--- config.mk ---
export PLATFORM = sky130hd
export DESIGN_NAME = led_cube_frame_buffer_scanner
export DESIGN_NICKNAME = d
export VERILOG_FILES = /design/src/rtl/lcfb_pkg.sv /design/src/rtl/lcfb_ram.sv /design/src/rtl/lcfb_front.sv /design/src/rtl/lcfb_back.sv /design/src/rtl/led_cube_frame_buffer_scanner.sv
export VERILOG_INCLUDE_DIRS = /design/src /design/src/rtl
export SDC_FILE = /design/constraint.sdc
export NUM_CORES = 1
export LEC_CHECK = 0
export ABC_AREA = 1
export BUFFER_PORTS_ARGS = -buffer_cell sky130_fd_sc_hd__buf_2
export CORE_MARGIN = 3
export CORE_UTILIZATION = 60
export CTS_BUF_LIST = sky130_fd_sc_hd__clkbuf_8
export DETAILED_ROUTE_END_ITERATION = 12
export PLACE_DENSITY = 0.73
export SYNTH_ARGS = -nofsm -noshare
export SYNTH_HDL_FRONTEND = slang
export SYNTH_SLANG_ARGS = --single-unit
--- constraint.sdc ---
create_clock -name clk -period 5.03 [get_ports clk]
set_input_delay 0 -clock clk [delete_from_list [all_inputs] [get_ports clk]]
set_output_delay 0 -clock clk [all_outputs]
set_load 0.005 [all_outputs]
--- src/rtl/assert_macros.svh ---
// assertion macros shared by the frame buffer scanner rtl
`ifndef ASSERT_MACROS_SVH
`define ASSERT_MACROS_SVH

`ifndef SYNTHESIS

// checked only outside reset
`define ASSERT_RST(lbl, prop, msg) \
	lbl: assert property (@(posedge clk) disable iff (!arst_n) prop) else $error(msg);

// checked at every edge, reset included
`define ASSERT_NOW(lbl, prop, msg) \
	lbl: assert property (@(posedge clk) prop) else $error(msg);

`else

`define ASSERT_RST(lbl, prop, msg)
`define ASSERT_NOW(lbl, prop, msg)

`endif

`endif

--- src/rtl/lcfb_pkg.sv ---
// shared types, codes and constants of the frame buffer scanner
`default_nettype none

package lcfb_pkg;

	localparam int COORD_W     = 3;
	localparam int ACTION_W    = 3;
	localparam int KIND_W      = 2;
	localparam int ROW_W       = 8;
	localparam int FRAME_DEPTH = 64;
	localparam int FRAME_AW    = 6;
	localparam int QUEUE_DEPTH = 2;
	localparam int S_TDATA_W   = 16;
	localparam int M_TDATA_W   = 32;

	localparam logic [COORD_W-1:0] COORD_MAX = 3'd7;

	// input action codes
	localparam logic [ACTION_W-1:0] ACT_SET       = 3'd0;
	localparam logic [ACTION_W-1:0] ACT_CLR       = 3'd1;
	localparam logic [ACTION_W-1:0] ACT_READ      = 3'd2;
	localparam logic [ACTION_W-1:0] ACT_CLEAR_ALL = 3'd3;
	localparam logic [ACTION_W-1:0] ACT_FILL_ALL  = 3'd4;
	localparam logic [ACTION_W-1:0] ACT_ROTATE    = 3'd5;
	localparam logic [ACTION_W-1:0] ACT_REFRESH   = 3'd6;

	// result kinds
	localparam logic [KIND_W-1:0] KIND_ACK   = 2'd0;
	localparam logic [KIND_W-1:0] KIND_LATCH = 2'd1;
	localparam logic [KIND_W-1:0] KIND_LAYER = 2'd2;

	typedef enum logic [2:0] {
		OP_SET,
		OP_CLR,
		OP_READ,
		OP_CLEAR_ALL,
		OP_FILL_ALL,
		OP_ROTATE,
		OP_REFRESH,
		OP_NOP
	} op_t;

	typedef struct packed {
		op_t                op;
		logic [COORD_W-1:0] x;
		logic [COORD_W-1:0] y;
		logic [COORD_W-1:0] z;
	} cmd_t;

	typedef enum logic [1:0] {
		B_IDLE,
		B_EXEC,
		B_LAYER
	} back_state_t;

	// fixed column latch strobes, in latch order
	function automatic logic [ROW_W-1:0] latch_strobe(input logic [COORD_W-1:0] idx);
		logic [ROW_W-1:0] s;
		case (idx)
			3'd0:    s = 8'h01;
			3'd1:    s = 8'h02;
			3'd2:    s = 8'h04;
			3'd3:    s = 8'h08;
			3'd4:    s = 8'h80;
			3'd5:    s = 8'h40;
			3'd6:    s = 8'h20;
			3'd7:    s = 8'h10;
			default: s = 8'h00;
		endcase
		return s;
	endfunction

endpackage

`default_nettype wire

--- src/rtl/lcfb_ram.sv ---
// generic single port ram with registered read
`default_nettype none

module lcfb_ram #(
	parameter int WIDTH = 8,
	parameter int DEPTH = 64
) (
	input  wire logic                     clk,
	input  wire logic                     en,
	input  wire logic                     we,
	input  wire logic [$clog2(DEPTH)-1:0] addr,
	input  wire logic [WIDTH-1:0]         wdata,
	output logic      [WIDTH-1:0]         rdata
);

	logic [WIDTH-1:0] mem [DEPTH];
	logic [WIDTH-1:0] rdata_q;

	always_ff @(posedge clk) begin
		if (en) begin
			if (we) begin
				mem[addr] <= wdata;
			end
			rdata_q <= mem[addr];
		end
	end

	assign rdata = rdata_q;

endmodule

`default_nettype wire

--- src/rtl/lcfb_front.sv ---
// front end: accepts action beats, decodes them and queues commands
`default_nettype none
`include "assert_macros.svh"

module lcfb_front
	import lcfb_pkg::*;
#(
	parameter int DEPTH = QUEUE_DEPTH
) (
	input  wire logic                 clk,
	input  wire logic                 arst_n,
	input  wire logic                 s_tvalid,
	output logic                      s_tready,
	input  wire logic [S_TDATA_W-1:0] s_tdata,  // x [2:0], y [5:3], z [8:6], zero pad
	input  wire logic [ACTION_W-1:0]  s_tuser,  // action [2:0]
	output cmd_t                      head,
	output logic                      head_valid,
	input  wire logic                 head_pop
);

	localparam int PTR_W = (DEPTH > 1) ? $clog2(DEPTH) : 1;
	localparam int CNT_W = $clog2(DEPTH + 1);

	cmd_t             q_mem [DEPTH];
	logic [PTR_W-1:0] wr_ptr_q;
	logic [PTR_W-1:0] rd_ptr_q;
	logic [CNT_W-1:0] count_q;
	logic             push;
	cmd_t             dec;

	// classify the action code
	always_comb begin
		dec.x = s_tdata[2:0];
		dec.y = s_tdata[5:3];
		dec.z = s_tdata[8:6];
		case (s_tuser)
			ACT_SET:       dec.op = OP_SET;
			ACT_CLR:       dec.op = OP_CLR;
			ACT_READ:      dec.op = OP_READ;
			ACT_CLEAR_ALL: dec.op = OP_CLEAR_ALL;
			ACT_FILL_ALL:  dec.op = OP_FILL_ALL;
			ACT_ROTATE:    dec.op = OP_ROTATE;
			ACT_REFRESH:   dec.op = OP_REFRESH;
			default:       dec.op = OP_NOP;
		endcase
	end

	assign s_tready   = (count_q != CNT_W'(DEPTH));
	assign push       = s_tvalid && s_tready;
	assign head_valid = (count_q != '0);
	assign head       = q_mem[rd_ptr_q];

	always_ff @(posedge clk) begin
		if (push) begin
			q_mem[wr_ptr_q] <= dec;
		end
	end

	always_ff @(posedge clk or negedge arst_n) begin
		if (!arst_n) begin
			wr_ptr_q <= '0;
			rd_ptr_q <= '0;
			count_q  <= '0;
		end else begin
			if (push) begin
				wr_ptr_q <= (wr_ptr_q == PTR_W'(DEPTH - 1)) ? '0 : wr_ptr_q + 1'b1;
			end
			if (head_pop) begin
				rd_ptr_q <= (rd_ptr_q == PTR_W'(DEPTH - 1)) ? '0 : rd_ptr_q + 1'b1;
			end
			case ({push, head_pop})
				2'b10:   count_q <= count_q + 1'b1;
				2'b01:   count_q <= count_q - 1'b1;
				default: count_q <= count_q;
			endcase
		end
	end

	`ASSERT_RST(a_count_bound, count_q <= CNT_W'(DEPTH), "queue count exceeds depth")
	`ASSERT_RST(a_pop_nonempty, head_pop |-> head_valid, "pop from empty queue")
	`ASSERT_RST(a_pop_only, (head_pop && !push) |=> (count_q == $past(count_q) - 1'b1), "bad pop")

endmodule

`default_nettype wire

--- src/rtl/lcfb_back.sv ---
// back end: frame memory, layer scan sequencer and output register
`default_nettype none
`include "assert_macros.svh"

module lcfb_back
	import lcfb_pkg::*;
(
	input  wire logic                 clk,
	input  wire logic                 arst_n,
	input  wire cmd_t                 head,
	input  wire logic                 head_valid,
	output logic                      head_pop,
	output logic                      m_tvalid,
	input  wire logic                 m_tready,
	output logic      [M_TDATA_W-1:0] m_tdata,
	output logic      [KIND_W-1:0]    m_tuser,
	output logic                      m_tlast
);

	back_state_t state_q, state_d;

	op_t                 op_q;
	logic [COORD_W-1:0]  x_q;
	logic [FRAME_AW-1:0] addr_q;
	logic [COORD_W-1:0]  row_q;
	logic [COORD_W-1:0]  scan_q;
	logic [COORD_W-1:0]  off_q;
	logic                fill_q;
	logic [FRAME_DEPTH-1:0] valid_q;

	logic                m_valid_q;
	logic [M_TDATA_W-1:0] m_data_q;
	logic [KIND_W-1:0]   m_user_q;
	logic                m_last_q;

	logic                out_free;
	logic                ram_en;
	logic                ram_we;
	logic [FRAME_AW-1:0] ram_addr;
	logic [ROW_W-1:0]    ram_wdata;
	logic [ROW_W-1:0]    ram_rdata;
	logic [ROW_W-1:0]    cur_row;
	logic [ROW_W-1:0]    bit_mask;

	logic                load_cmd;
	logic                row_start;
	logic                row_next;
	logic                mark_valid;
	logic                wipe;
	logic                wipe_val;
	logic                rotate;
	logic                scan_adv;

	logic                emit;
	logic [KIND_W-1:0]   e_kind;
	logic [ROW_W-1:0]    e_row;
	logic [ROW_W-1:0]    e_latch;
	logic [ROW_W-1:0]    e_layer;
	logic                e_voxel;
	logic                e_last;

	lcfb_ram #(
		.WIDTH (ROW_W),
		.DEPTH (FRAME_DEPTH)
	) u_frame (
		.clk   (clk),
		.en    (ram_en),
		.we    (ram_we),
		.addr  (ram_addr),
		.wdata (ram_wdata),
		.rdata (ram_rdata)
	);

	assign out_free = !m_valid_q || m_tready;
	// rows never written since reset or the last wipe read as fill_q, the wipe or reset value
	assign cur_row  = valid_q[addr_q] ? ram_rdata : {ROW_W{fill_q}};
	assign bit_mask = ROW_W'(1) << x_q;

	// next state
	always_comb begin
		state_d = state_q;
		case (state_q)
			B_IDLE: begin
				if (head_valid && (head.op == OP_SET || head.op == OP_CLR ||
				    head.op == OP_READ || head.op == OP_REFRESH)) begin
					state_d = B_EXEC;
				end
			end
			B_EXEC: begin
				if (out_free) begin
					if (op_q == OP_REFRESH) begin
						state_d = (row_q == COORD_MAX) ? B_LAYER : B_EXEC;
					end else begin
						state_d = B_IDLE;
					end
				end
			end
			B_LAYER: begin
				if (out_free) begin
					state_d = B_IDLE;
				end
			end
			default: state_d = B_IDLE;
		endcase
	end

	// outputs of the sequencer
	always_comb begin
		head_pop   = 1'b0;
		ram_en     = 1'b0;
		ram_we     = 1'b0;
		ram_addr   = addr_q;
		ram_wdata  = cur_row;
		load_cmd   = 1'b0;
		row_start  = 1'b0;
		row_next   = 1'b0;
		mark_valid = 1'b0;
		wipe       = 1'b0;
		wipe_val   = 1'b0;
		rotate     = 1'b0;
		scan_adv   = 1'b0;
		emit       = 1'b0;
		e_kind     = KIND_ACK;
		e_row      = '0;
		e_latch    = '0;
		e_layer    = '0;
		e_voxel    = 1'b0;
		e_last     = 1'b0;
		case (state_q)
			B_IDLE: begin
				if (head_valid) begin
					case (head.op)
						OP_SET, OP_CLR, OP_READ: begin
							head_pop = 1'b1;
							load_cmd = 1'b1;
							ram_en   = 1'b1;
							ram_addr = {head.z + off_q, head.y};
						end
						OP_REFRESH: begin
							head_pop  = 1'b1;
							load_cmd  = 1'b1;
							row_start = 1'b1;
							ram_en    = 1'b1;
							ram_addr  = {scan_q + off_q, COORD_W'(0)};
						end
						default: begin
							if (out_free) begin
								head_pop = 1'b1;
								emit     = 1'b1;
								e_last   = 1'b1;
								wipe     = (head.op == OP_CLEAR_ALL) || (head.op == OP_FILL_ALL);
								wipe_val = (head.op == OP_FILL_ALL);
								rotate   = (head.op == OP_ROTATE);
							end
						end
					endcase
				end
			end
			B_EXEC: begin
				if (out_free) begin
					emit = 1'b1;
					case (op_q)
						OP_SET: begin
							ram_en     = 1'b1;
							ram_we     = 1'b1;
							ram_wdata  = cur_row | bit_mask;
							mark_valid = 1'b1;
							e_last     = 1'b1;
						end
						OP_CLR: begin
							ram_en     = 1'b1;
							ram_we     = 1'b1;
							ram_wdata  = cur_row & ~bit_mask;
							mark_valid = 1'b1;
							e_last     = 1'b1;
						end
						OP_READ: begin
							e_voxel = cur_row[x_q];
							e_last  = 1'b1;
						end
						OP_REFRESH: begin
							e_kind  = KIND_LATCH;
							e_row   = cur_row;
							e_latch = latch_strobe(row_q);
							// fetch the next row while this one leaves
							if (row_q != COORD_MAX) begin
								ram_en   = 1'b1;
								ram_addr = {addr_q[FRAME_AW-1:COORD_W], row_q + 1'b1};
								row_next = 1'b1;
							end
						end
						default: begin
							e_last = 1'b1;
						end
					endcase
				end
			end
			B_LAYER: begin
				if (out_free) begin
					emit     = 1'b1;
					e_kind   = KIND_LAYER;
					e_layer  = ROW_W'(1) << scan_q;
					e_last   = 1'b1;
					scan_adv = 1'b1;
				end
			end
			default: begin
				emit = 1'b0;
			end
		endcase
	end

	always_ff @(posedge clk or negedge arst_n) begin
		if (!arst_n) begin
			state_q   <= B_IDLE;
			row_q     <= '0;
			scan_q    <= '0;
			off_q     <= '0;
			fill_q    <= 1'b1;
			valid_q   <= '0;
			m_valid_q <= 1'b0;
		end else begin
			state_q <= state_d;
			if (row_start) begin
				row_q <= '0;
			end else if (row_next) begin
				row_q <= row_q + 1'b1;
			end
			if (scan_adv) begin
				scan_q <= scan_q + 1'b1;
			end
			// layer rotation moves the physical base of layer zero
			if (rotate) begin
				off_q <= off_q - 1'b1;
			end
			if (wipe) begin
				valid_q <= '0;
				fill_q  <= wipe_val;
			end else if (mark_valid) begin
				valid_q[addr_q] <= 1'b1;
			end
			if (emit) begin
				m_valid_q <= 1'b1;
			end else if (m_tready) begin
				m_valid_q <= 1'b0;
			end
		end
	end

	always_ff @(posedge clk) begin
		if (load_cmd) begin
			op_q <= head.op;
			x_q  <= head.x;
		end
		if (ram_en && !ram_we) begin
			addr_q <= ram_addr;
		end
		if (emit) begin
			m_data_q <= {7'd0, e_voxel, e_layer, e_latch, e_row};
			m_user_q <= e_kind;
			m_last_q <= e_last;
		end
	end

	assign m_tvalid = m_valid_q;
	assign m_tdata  = m_data_q;
	assign m_tuser  = m_user_q;
	assign m_tlast  = m_last_q;

	`ASSERT_RST(a_layer_row7, (state_q == B_LAYER) |-> (row_q == COORD_MAX), "early layer beat")
	`ASSERT_RST(a_latch_mid, (m_valid_q && m_user_q == KIND_LATCH) |-> !m_last_q, "latch beat last")
	`ASSERT_RST(a_scan, (state_q == B_LAYER && out_free) |=> scan_q == $past(scan_q) + 3'd1, "no step")

endmodule

`default_nettype wire

--- src/rtl/led_cube_frame_buffer_scanner.sv ---
// top level of the led cube frame buffer scanner
//
//  channel  dir  handshake          payload
//  s_*      in   s_tvalid/s_tready  tuser action, tdata x y z
//  m_*      out  m_tvalid/m_tready  tuser kind, tdata row latch layer voxel, tlast
//
// voxel set, clear and read pass through the back end as a frame ram read followed by the
// modify, write and result beat; clear all, fill all and rotate emit from idle directly.
// a refresh tick is one ram read, eight latch beats with the next row read overlapped
// through the single ram port, then the layer enable beat.
// reset leaves the frame all ones at once through per-row valid bits; no clearing pass.
// the command queue lets input beats land while the back end waits on m_tready.
`default_nettype none

module led_cube_frame_buffer_scanner
	import lcfb_pkg::*;
#(
	parameter int QDEPTH = QUEUE_DEPTH
) (
	input  wire logic                 clk,
	input  wire logic                 arst_n,
	input  wire logic                 s_tvalid,
	output logic                      s_tready,
	input  wire logic [S_TDATA_W-1:0] s_tdata,  // x [2:0], y [5:3], z [8:6], zero pad
	input  wire logic [ACTION_W-1:0]  s_tuser,  // action [2:0]
	output logic                      m_tvalid,
	input  wire logic                 m_tready,
	output logic      [M_TDATA_W-1:0] m_tdata,  // row_data [7:0], latch_select [15:8],
	                                            // layer_enable [23:16], voxel_bit [24], zero pad
	output logic      [KIND_W-1:0]    m_tuser,  // kind [1:0]
	output logic                      m_tlast   // last
);

	cmd_t head;
	logic head_valid;
	logic head_pop;

	lcfb_front #(
		.DEPTH (QDEPTH)
	) u_front (
		.clk        (clk),
		.arst_n     (arst_n),
		.s_tvalid   (s_tvalid),
		.s_tready   (s_tready),
		.s_tdata    (s_tdata),
		.s_tuser    (s_tuser),
		.head       (head),
		.head_valid (head_valid),
		.head_pop   (head_pop)
	);

	lcfb_back u_back (
		.clk        (clk),
		.arst_n     (arst_n),
		.head       (head),
		.head_valid (head_valid),
		.head_pop   (head_pop),
		.m_tvalid   (m_tvalid),
		.m_tready   (m_tready),
		.m_tdata    (m_tdata),
		.m_tuser    (m_tuser),
		.m_tlast    (m_tlast)
	);

endmodule

`default_nettype wire

Word level (Yosys, flattened, before mapping)
Memories as Yosys holds them, arrays and structs flattened. A register that Yosys moved wholly into a read port is not among the register bits.
Cells that the tools add are included.
{"block": "word_totals", "word_cells": 173, "latchBits": 0, "mem_count": 3, "ram_bits": 536, "regBits": 121, "romBits": 64}
{"memory": "u_back.u_frame.mem", "words": 64, "word_bits": 8, "read_ports": 1, "rd_clocked_by_memory_dff": 1, "wr": 1, "line_no": "lcfb_ram.sv:16", "text": "logic [WIDTH-1:0] mem [DEPTH];"}
{"memory": "(name not given)", "words": 8, "word_bits": 8, "read_ports": 1, "rd_clocked_by_memory_dff": 1, "wr": 0, "line_no": "lcfb_pkg.sv:59", "text": "case (idx)"}
{"memory": "u_front.q_mem", "words": 2, "word_bits": 12, "read_ports": 1, "rd_clocked_by_memory_dff": 0, "wr": 1, "line_no": "lcfb_front.sv:24", "text": "cmd_t q_mem [DEPTH];"}
{"block": "classes", "bitwise": 4, "reduce_logical": 29, "shifts": 2, "muxes": 80, "div_mod_pow": 0, "eq_ne": 25, "multipliers": 0, "add_sub_neg": 9, "n_lt_le_gt_ge": 3}
{"op": "$mux 64", "n": 2}
{"op": "$or 64x64->64", "n": 1}
{"op": "$mux 1", "n": 48}
{"op": "$eq 3x3->1 const B", "n": 8}
{"op": "$mux 8", "n": 3}
{"op": "$pmux 6 s2", "n": 2}
{"op": "$pmux 3 s7", "n": 1}
{"op": "$pmux 8 s2", "n": 1}
{"op": "$shl 1x3->8 const A", "n": 2}
{"op": "$eq 3x2->1 const B", "n": 5}
{"op": "$mux 3", "n": 5}
{"op": "$mux 2", "n": 7}
{"op": "$reduce_bool 2->1", "n": 5}
{"op": "$eq 3x1->1 const B", "n": 3}
{"op": "$logic_not 3->1", "n": 3}
{"op": "$reduce_and 3->1", "n": 3}
{"op": "$and 8x8->8", "n": 1}
{"op": "$not 8->8", "n": 1}
{"op": "$or 8x8->8", "n": 1}
{"op": "$pmux 2 s2", "n": 2}
{"op": "$lt 6x7->1 const B", "n": 1}
{"op": "$add 3x1->3 const B", "n": 2}
{"op": "$add 3x3->3", "n": 2}
{"op": "$bmux 1 s6", "n": 1}
{"op": "25 further kinds", "n": 42}

Depth between registers and ports, before layout
Gate-level depths: netlist of run 1.
{"block": "logic_depth", "word_depth": 8, "ltp_mapped": 21, "ltp_nobuf": 20}

Modules after synthesis
Synthesis of run 1 repeated with hierarchy kept, for this count alone.
{"block": "hier_totals", "hier_cells": 3065, "area_unflattened_um2": 29410.7}
{"module": "lcfb_ram", "n_inst": 1, "seq_area_each_um2": 15615.0, "area_each_um2": 22063.7, "cells_each": 2170}
{"module": "lcfb_back", "n_inst": 1, "seq_area_each_um2": 3129.3, "area_each_um2": 6218.5, "cells_each": 805}
{"module": "lcfb_front", "n_inst": 1, "seq_area_each_um2": 820.8, "area_each_um2": 1128.6, "cells_each": 90}

Worst setup path before layout of run 1
Ideal clock, no wire load.
{"block": "synth_timing", "path_type": "register -> register", "start": "register u_back.state_q[1]", "end": "memory u_back.u_frame.mem[0][7], data pin", "synth_period_minus_slack_ps": 4436, "path_stages_with_launch": 7, "arrival_time_ps": 3735, "required_time_ps": 4328, "path_slack_ps": 594, "path_buffers": 0, "cell_sequence": "dfrtp_1 inv_1 ha_1 inv_1 nor2_1 nand2_1 o21ai_0"}
{"block": "synth_between", "elab_chain_cells": 2}
{"element": "start: declaration", "line_no": "lcfb_back.sv:20", "text": "back_state_t state_q, state_d;"}
{"element": "start signal: assignment", "line_no": "lcfb_back.sv:223", "text": "state_q <= state_d;"}
{"element": "$eq 2x1->1", "line_no": "lcfb_back.sv:129", "text": "case (state_q)"}
{"element": "$mux 8", "line_no": "lcfb_back.sv:129"}
{"element": "net u_back.ram_wdata[7]", "line_no": "lcfb_back.sv:40", "text": "logic [ROW_W-1:0] ram_wdata;"}
{"element": "end: declaration", "line_no": "lcfb_ram.sv:16"}
The timed path passes the listed nets, and every way through them passes these cells.

==> results.sh, run 1 <==
export IMPL_synth_compound_area_share_pct=3.17
export IMPL_relSlewSlack_pct=16.8
export IMPL_fin_crit_sh_pct=92.7
export IMPL_placementRows=81
export IMPL_drt_iter0_drc=2099
export IMPL_htree_levels=3
export IMPL_globalplace_congestion=0.901
export IMPL_critPathKind="register to register"
export IMPL_syn_cell_area_mm2=0.0302
export IMPL_cts_max_path_buffers=3
export IMPL_layout_common_cells="714 x nand2_1, 584 x edfxtp_1, 474 x inv_1"
export IMPL_synthCells=2927
export IMPL_cp_arrival_ps=4990
export IMPL_area_delta_synth_final_pct=10.6
export IMPL_synth_mux_area_share_pct=0
export IMPL_grt_pass1_vias=20600
export IMPL_place_inst=3554
export IMPL_dieWidth_um=230
export IMPL_clkTransAtPathRegs_ps=60
export IMPL_finalSetupViolations=0
export IMPL_stdcell_count=3777
export IMPL_wirelength_um=71600
export IMPL_synth_distinct_cells=45
export IMPL_cts_tree="yes"
export IMPL_antenna_found_initial=1
export IMPL_maxCapViolCount=0
export IMPL_num_vias=20900
export IMPL_min_period_ps=4660
export IMPL_cts_resized=0
export IMPL_grt_pass1_wl_um=113000
export IMPL_p_per_area_mw_per_mm2=671
export IMPL_nets=3062
export IMPL_synth_fa_ha_area_share_pct=0.605
export IMPL_synthFlopType="edfxtp_1"
export IMPL_status="complete, no violations"
export IMPL_hold_class="primary input to register"
export IMPL_max_freq_mhz=214
export IMPL_ff_latch_area_mm2=0.0196
export IMPL_postSynthAreaPerCell_um2=10.3
export IMPL_clock_sinks=665
export IMPL_skew_ps=31.9
export IMPL_fin_util_pct=67.7
export IMPL_drc_errors=0
export IMPL_synth_top_family_by_area="simple AND/OR/NAND/NOR gates"
export IMPL_core_mm2=0.0494
export IMPL_final_common_cell="nand2_1"
export IMPL_ant_nets=0
export IMPL_ys_warn_count=0
export IMPL_dieArea_mm2=0.0531
export IMPL_dpl_hpwl_um=43500
export IMPL_fill_cells=3650
export IMPL_port_buffers=45
export IMPL_drive_above_1_share_pct=9.83
export IMPL_cts_buffers=106
export IMPL_worst_pin_slew_ps=1240
export IMPL_worstPathMaxFanout=15
export IMPL_ys_seq_elements=665
export IMPL_multi_input_area_mm2=0.00829
export IMPL_synth_edf_count=584
export IMPL_slew_violations=0
export IMPL_ys_seq_area_share_pct=64.8
export IMPL_grt_overflow_total=0
export IMPL_initial_core_util_pct=61.2
export IMPL_die_h_um=230
export IMPL_startpoint_type="register"
export IMPL_synth_xor_area_share_pct=0.203
export IMPL_critical_path_max_stage_delay_ps=660
export IMPL_power_leakage_nw=14.4
export IMPL_ios=60
export IMPL_grtUsageTotal_pct=27.5
export IMPL_insertion_delay_ps=720
export IMPL_synthSimpleGateAreaFrac_pct=23.0
export IMPL_cp_required_ps=5350
export IMPL_grt_start_max_net_pins=211
export IMPL_synthArstFlopShare_pct=12.2
export IMPL_vdd_drop_max_v=0.000571
export IMPL_hold_violations=0
export IMPL_cp_cell_sequence="inv_2 -> nand2_1 -> nand2_2 -> inv_2 -> nand3_4 -> nor2_1 -> a31oi_1 -> ha_1 -> fa_1 -> xnor2_1 -> inv_1 -> o211ai_1 -> nand3_1 -> nand2_2 -> nor3_2 -> inv_1 -> nor2_1"
export IMPL_drt_first_pass_iters=7
export IMPL_setup_tns_ps=0
export IMPL_slowest_stage="dfrtp_1"
export IMPL_rsz0062_at_grt="no"
export IMPL_routedWlPerCell_um=19.0
export IMPL_clockRootBuffer="clkbuf_8"
export IMPL_viasPerCell=5.54
export IMPL_crit_path_end_kind="register"
-- routing by layer --
layer | part of all wire, % | up-vias | routed length [um] | GRT usage, %
met3 | 7.8 | 198 | 5600 | 4.82
met4 | 3.7 | 0 | 2660 | 11.3
li1 | - | 9850 | - | -
met5 | 0 | - | 0 | 0
met2 | 48 | 910 | 34500 | 45.0
met1 | 40 | 9957 | 28900 | 37.0
-- cells by family (layout without fill, tap and decap cells) --
| group | Yosys count | after routing |
|---|---|---|
| AOI/OAI and AO/OA | 179 | 179 |
| xor gates and xnor gates | 7 | 7 |
| adders and majority gates | 14 | 14 |
| buffers and inverters | 598 | 777 |
| DFF | 665 | 665 |
| other | 1 | 8 |
| and+or+nand+nor | 1463 | 1463 |
-- critical path, delay by kind of cell (launching register included) --
family                     cells  cell delay [ps]
buffers and inverters          4              690
xor gates and xnor gates       1              160
AOI/OAI and AO/OA              2              140
DFF                            1              660
adders and majority gates      2              620
and+or+nand+nor                8             1990
-- Yosys cell counts, types with 2 or more instances --
master | instances | area [um2]
nor3_1 | 13 | 65.1
o21ai_1 | 43 | 215
a21oi_1 | 22 | 110
buf_6 | 7 | 78.8
xor2_1 | 5 | 43.8
nor3_4 | 6 | 97.6
xnor2_1 | 2 | 17.5
buf_4 | 21 | 158
nor2_1 | 183 | 687
nand2_1 | 714 | 2680
nand3b_1 | 210 | 1580
buf_2 | 85 | 425
nand2_2 | 12 | 75.1
nand2_4 | 4 | 45.0
nand3_1 | 275 | 1380
a31oi_1 | 2 | 12.5
inv_2 | 12 | 45.0
inv_1 | 443 | 1660
o21ai_0 | 101 | 505
nand4_1 | 30 | 188
nor2_2 | 4 | 25.0
dfrtp_1 | 80 | 2000
edfxtp_1 | 584 | 17500
a21oi_2 | 2 | 17.5
nor3_2 | 2 | 20.0
ha_1 | 13 | 163
nand3_2 | 7 | 70.1
clkbuf_1 | 28 | 105
-- repair_timing --
| item | 4_1_cts | 5_1_grt |
|---|---|---|
| endpoints found under the hold margin | 134 | 0 |
| hold buffers | 27 | 0 |
| setup buffers | 0 | 0 |
-- per-stage QoR --
step           hold WS (ps)  cell area, um2  setup WS, ps  power [W]
6_report               55.1           33400           366     0.0224
5_1_grt                16.8           33400          27.5     0.0237
4_1_cts                1.10           33400           491     0.0224
3_5_place_dp          -95.6           31100           528     0.0180
3_3_place_gp          -95.5           31100           633     0.0178
2_1_floorplan          -296           30200           594     0.0147
-- power breakdown --
part / leakage (nW) / internal (W) / switching, W / total [W]
Combinational: 6.79 / 0.00252 / 0.00767 / 0.0102
Sequential: 6.46 / 0.00760 / 0.000288 / 0.00789
Clock: 1.16 / 0.00225 / 0.00207 / 0.00433
-- final cells by class --
| cell class | count | share of cell area (%) |
|---|---|---|
| repair buffers | 126 | 3.00 |
| diodes | 1 | 0.00749 |
| clock inverters | 80 | 1.23 |
| multi-input cells | 1670 | 24.8 |
| clock buffers | 115 | 4.74 |
| inverters | 456 | 5.13 |
| well taps | 664 | 2.49 |
| flip-flops and latches | 665 | 58.6 |
-- registers in the layout (all words and copies together), names as in the netlist, 2 cells and up --
signal and count:
u_back.x_q 3, u_front.count_q 2, u_back.scan_q 3, u_back.m_tdata 25, u_back.addr_q 6, u_back.u_frame.rdata 8, u_back.u_frame.mem 512, u_back.row_q 3
u_back.valid_q 64, u_back.off_q 3, u_front.q_mem 24, u_back.op_q 3, u_back.state_q 2, u_back.m_tuser 2
-- path summary, 6_finish.rpt --
path | start | to | slack (ps) | cells after the start
setup / recovery | u_front.rd_ptr_q$_DFFE_PN0P_ | u_back.u_frame.mem[20][4]$_DFFE_PP_ | 370 | 17
hold / removal | s_tdata[1] | u_front.q_mem[1][7]$_DFFE_PP_ | 60 | 2
setup reg to reg | u_front.rd_ptr_q$_DFFE_PN0P_ | u_back.u_frame.mem[20][4]$_DFFE_PP_ | 370 | 17
hold reg to reg | u_back.valid_q[39]$_DFFE_PN0P_ | u_back.valid_q[39]$_DFFE_PN0P_ | 500 | 2
max in group asynchronous | arst_n | u_back.scan_q[2]$_DFFE_PN0P_ | 3900 | 3
min in group asynchronous | arst_n | u_back.valid_q[49]$_DFFE_PN0P_ | 80 | 3
(Power assumes the default switching activity.)
==> inputs of run 2 (changes only) <==
--- a/config.mk
+++ b/config.mk
@@ -7,12 +7,13 @@
 export NUM_CORES = 1
 export LEC_CHECK = 0
 export ABC_AREA = 1
+export ABC_CLOCK_PERIOD_IN_PS = 5030
 export BUFFER_PORTS_ARGS = -buffer_cell sky130_fd_sc_hd__buf_2
 export CORE_MARGIN = 3
-export CORE_UTILIZATION = 60
+export CORE_UTILIZATION = 55
 export CTS_BUF_LIST = sky130_fd_sc_hd__clkbuf_8
 export DETAILED_ROUTE_END_ITERATION = 12
-export PLACE_DENSITY = 0.73
+export PLACE_DENSITY = 0.67
 export SYNTH_ARGS = -nofsm -noshare
 export SYNTH_HDL_FRONTEND = slang
 export SYNTH_SLANG_ARGS = --single-unit
==> results.sh, run 2 (synthesis gave the netlist of run 1 again) <==
export IMPL_finalSetupViolations=0
export IMPL_grt_start_max_net_pins=211
export IMPL_worst_pin_slew_ps=1170
export IMPL_nets=3065
export IMPL_fill_cells=4371
export IMPL_num_vias=20700
export IMPL_startpoint="u_front.rd_ptr_q$_DFFE_PN0P_"
export IMPL_rsz0062_at_grt="no"
export IMPL_wirelength_um=74500
export IMPL_fin_area_mm2=0.0335
export IMPL_cts_setup_buffers=0
export IMPL_cp_required_ps=5360
export IMPL_initial_core_util_pct=55.9
export IMPL_largest_register="u_back.u_frame.mem"
export IMPL_vdd_drop_max_v=0.000921
export IMPL_total_power_w=0.0228
export IMPL_rr_endpoint="u_back.u_frame.mem[16][6]$_DFFE_PP_"
export IMPL_setup_tns_ps=0
export IMPL_power_leakage_nw=14.4
export IMPL_maxCapViolCount=0
export IMPL_r2r_cells=17
export IMPL_globalplace_congestion=0.880
export IMPL_insertion_delay_ps=720
export IMPL_largest_reg_flops=512
export IMPL_worstPathMaxFanout=15
export IMPL_grt_pass1_wl_um=115000
export IMPL_critPathKind="register to register"
export IMPL_status="finished with violations"
export IMPL_hold_class="primary input to asynchronous set/reset pin"
export IMPL_dieArea_mm2=0.0578
export IMPL_clock_sinks=665
export IMPL_crit_path_end_kind="register"
export IMPL_slew_violations=0
export IMPL_r2r_start="u_front.rd_ptr_q$_DFFE_PN0P_"
export IMPL_final_common_cell="nand2_1"
export IMPL_p_per_area_mw_per_mm2=681
export IMPL_ff_latch_area_mm2=0.0196
export IMPL_fin_crit_sh_pct=90.5
export IMPL_drt_first_pass_iters=5
export IMPL_drc_errors=0
export IMPL_area_delta_synth_final_pct=11.1
export IMPL_drive_above_1_share_pct=10.1
export IMPL_critical_path_max_stage_delay_ps=620
export IMPL_cts_tree="yes"
export IMPL_clkTransAtPathRegs_ps=60
export IMPL_die_h_um=240
export IMPL_violations="hold timing"
export IMPL_drt_iter0_drc=2042
export IMPL_hold_violations=3
export IMPL_dpl_hpwl_um=46200
export IMPL_cts_buffers=107
export IMPL_ios=60
export IMPL_viasPerCell=5.44
export IMPL_grt_pass1_vias=20200
export IMPL_grt_overflow_total=0
export IMPL_startpoint_type="register"
export IMPL_multi_input_area_mm2=0.00829
export IMPL_slowest_stage="dfrtp_1"
export IMPL_holdBufCountCts=23
export IMPL_placementRows=85
export IMPL_routedWlPerCell_um=19.6
export IMPL_dieWidth_um=240
export IMPL_clockRootBuffer="clkbuf_8"
export IMPL_cts_max_path_buffers=3
export IMPL_reg2reg_setup_slack_ps=480
export IMPL_layout_common_cells="714 x nand2_1, 584 x edfxtp_1, 466 x inv_1"
export IMPL_ant_nets=0
export IMPL_cp_arrival_ps=4890
export IMPL_max_freq_mhz=220
export IMPL_place_area_mm2=0.0312
export IMPL_antenna_found_initial=1
export IMPL_cts_resized=0
export IMPL_htree_levels=3
export IMPL_cp_cell_sequence="inv_2 -> nand2_1 -> nand2_2 -> inv_2 -> nand3_4 -> nor2_1 -> a31oi_1 -> ha_1 -> fa_1 -> xnor2_1 -> inv_1 -> o211ai_1 -> nand3_1 -> nand2_2 -> nor3_2 -> inv_1 -> nor2_1"
export IMPL_relSlewSlack_pct=21.7
export IMPL_hold_worst_slack_ps=-19.0
export IMPL_skew_ps=26.0
export IMPL_port_buffers=45
export IMPL_min_period_ps=4550
export IMPL_core_mm2=0.0540
export IMPL_grtUsageTotal_pct=26.1
[run 2: cell count changes in the layout (fill, tap and decap cells not counted), sizes merged]
cell and change:
buf +5, clkinv +3, dlygate4sd3 -3, inv -3
clkbuf +2, clkinvlp -2, bufinv +1
[run 2: per-stage QoR]
stage	setup WS (ps)	hold WS [ps]	utilization (%)	cells
2_1_floorplan	594	-296	-	2933
3_3_place_gp	586	192	57.8	3591
3_5_place_dp	529	194	57.8	3591
4_1_cts	504	1.14	62.1	3810
5_1_grt	98.0	16.9	62.1	3812
6_report	476	-19.0	62.1	3812
[run 2: layout make-up]
| type | count | share of cell area, % |
|---|---|---|
| Clock buffer | 117 | 4.80 |
| Timing Repair Buffer | 128 | 3.09 |
| Sequential cell | 665 | 58.3 |
| Tap cell | 696 | 2.60 |
| Clock inverter | 79 | 1.38 |
| Multi-Input combinational cell | 1670 | 24.7 |
| Antenna cell | 1 | 0.00746 |
| Inverter | 456 | 5.11 |
[run 2: routing by layer]
layer | vias to the layer above | routed length (um) | GRT usage [%]
met2 | 779 | 35600 | 42.5
met4 | 0 | 3030 | 11.1
li1 | 9848 | - | -
met1 | 9931 | 30300 | 34.6
met5 | - | 0 | 0
met3 | 191 | 5650 | 5.02
[run 2: worst max-delay path by stage]
| stage | to | cells after the start |
|---|---|---|
| floorplan | u_back.u_frame.mem[0][7]$_DFFE_PP_ | 6 |
| global placement | u_back.u_frame.mem[22][1]$_DFFE_PP_ | 17 |
| detailed placement | u_back.u_frame.mem[22][2]$_DFFE_PP_ | 17 |
| CTS | u_back.u_frame.mem[22][1]$_DFFE_PP_ | 17 |
| global route | u_back.u_frame.mem[22][3]$_DFFE_PP_ | 17 |
| finish | u_back.u_frame.mem[16][6]$_DFFE_PP_ | 17 |
[run 2: report_power, final]
| part | internal (W) | leakage, nW | switching [W] |
|---|---|---|---|
| combinational | 0.00259 | 6.81 | 0.00784 |
| sequential | 0.00760 | 6.46 | 0.000319 |
| clock | 0.00235 | 1.17 | 0.00213 |
| total | 0.0125 | 14.4 | 0.0103 |
[run 2: worst max-delay path: cells and delay by family (launching register included)]
kind                       cells  cell delay [ps]
DFF                            1              620
AOI/OAI and AO/OA              2              130
buffers and inverters          4              680
xor gates and xnor gates       1              160
and+or+nand+nor                8             1960
adders and majority gates      2              600
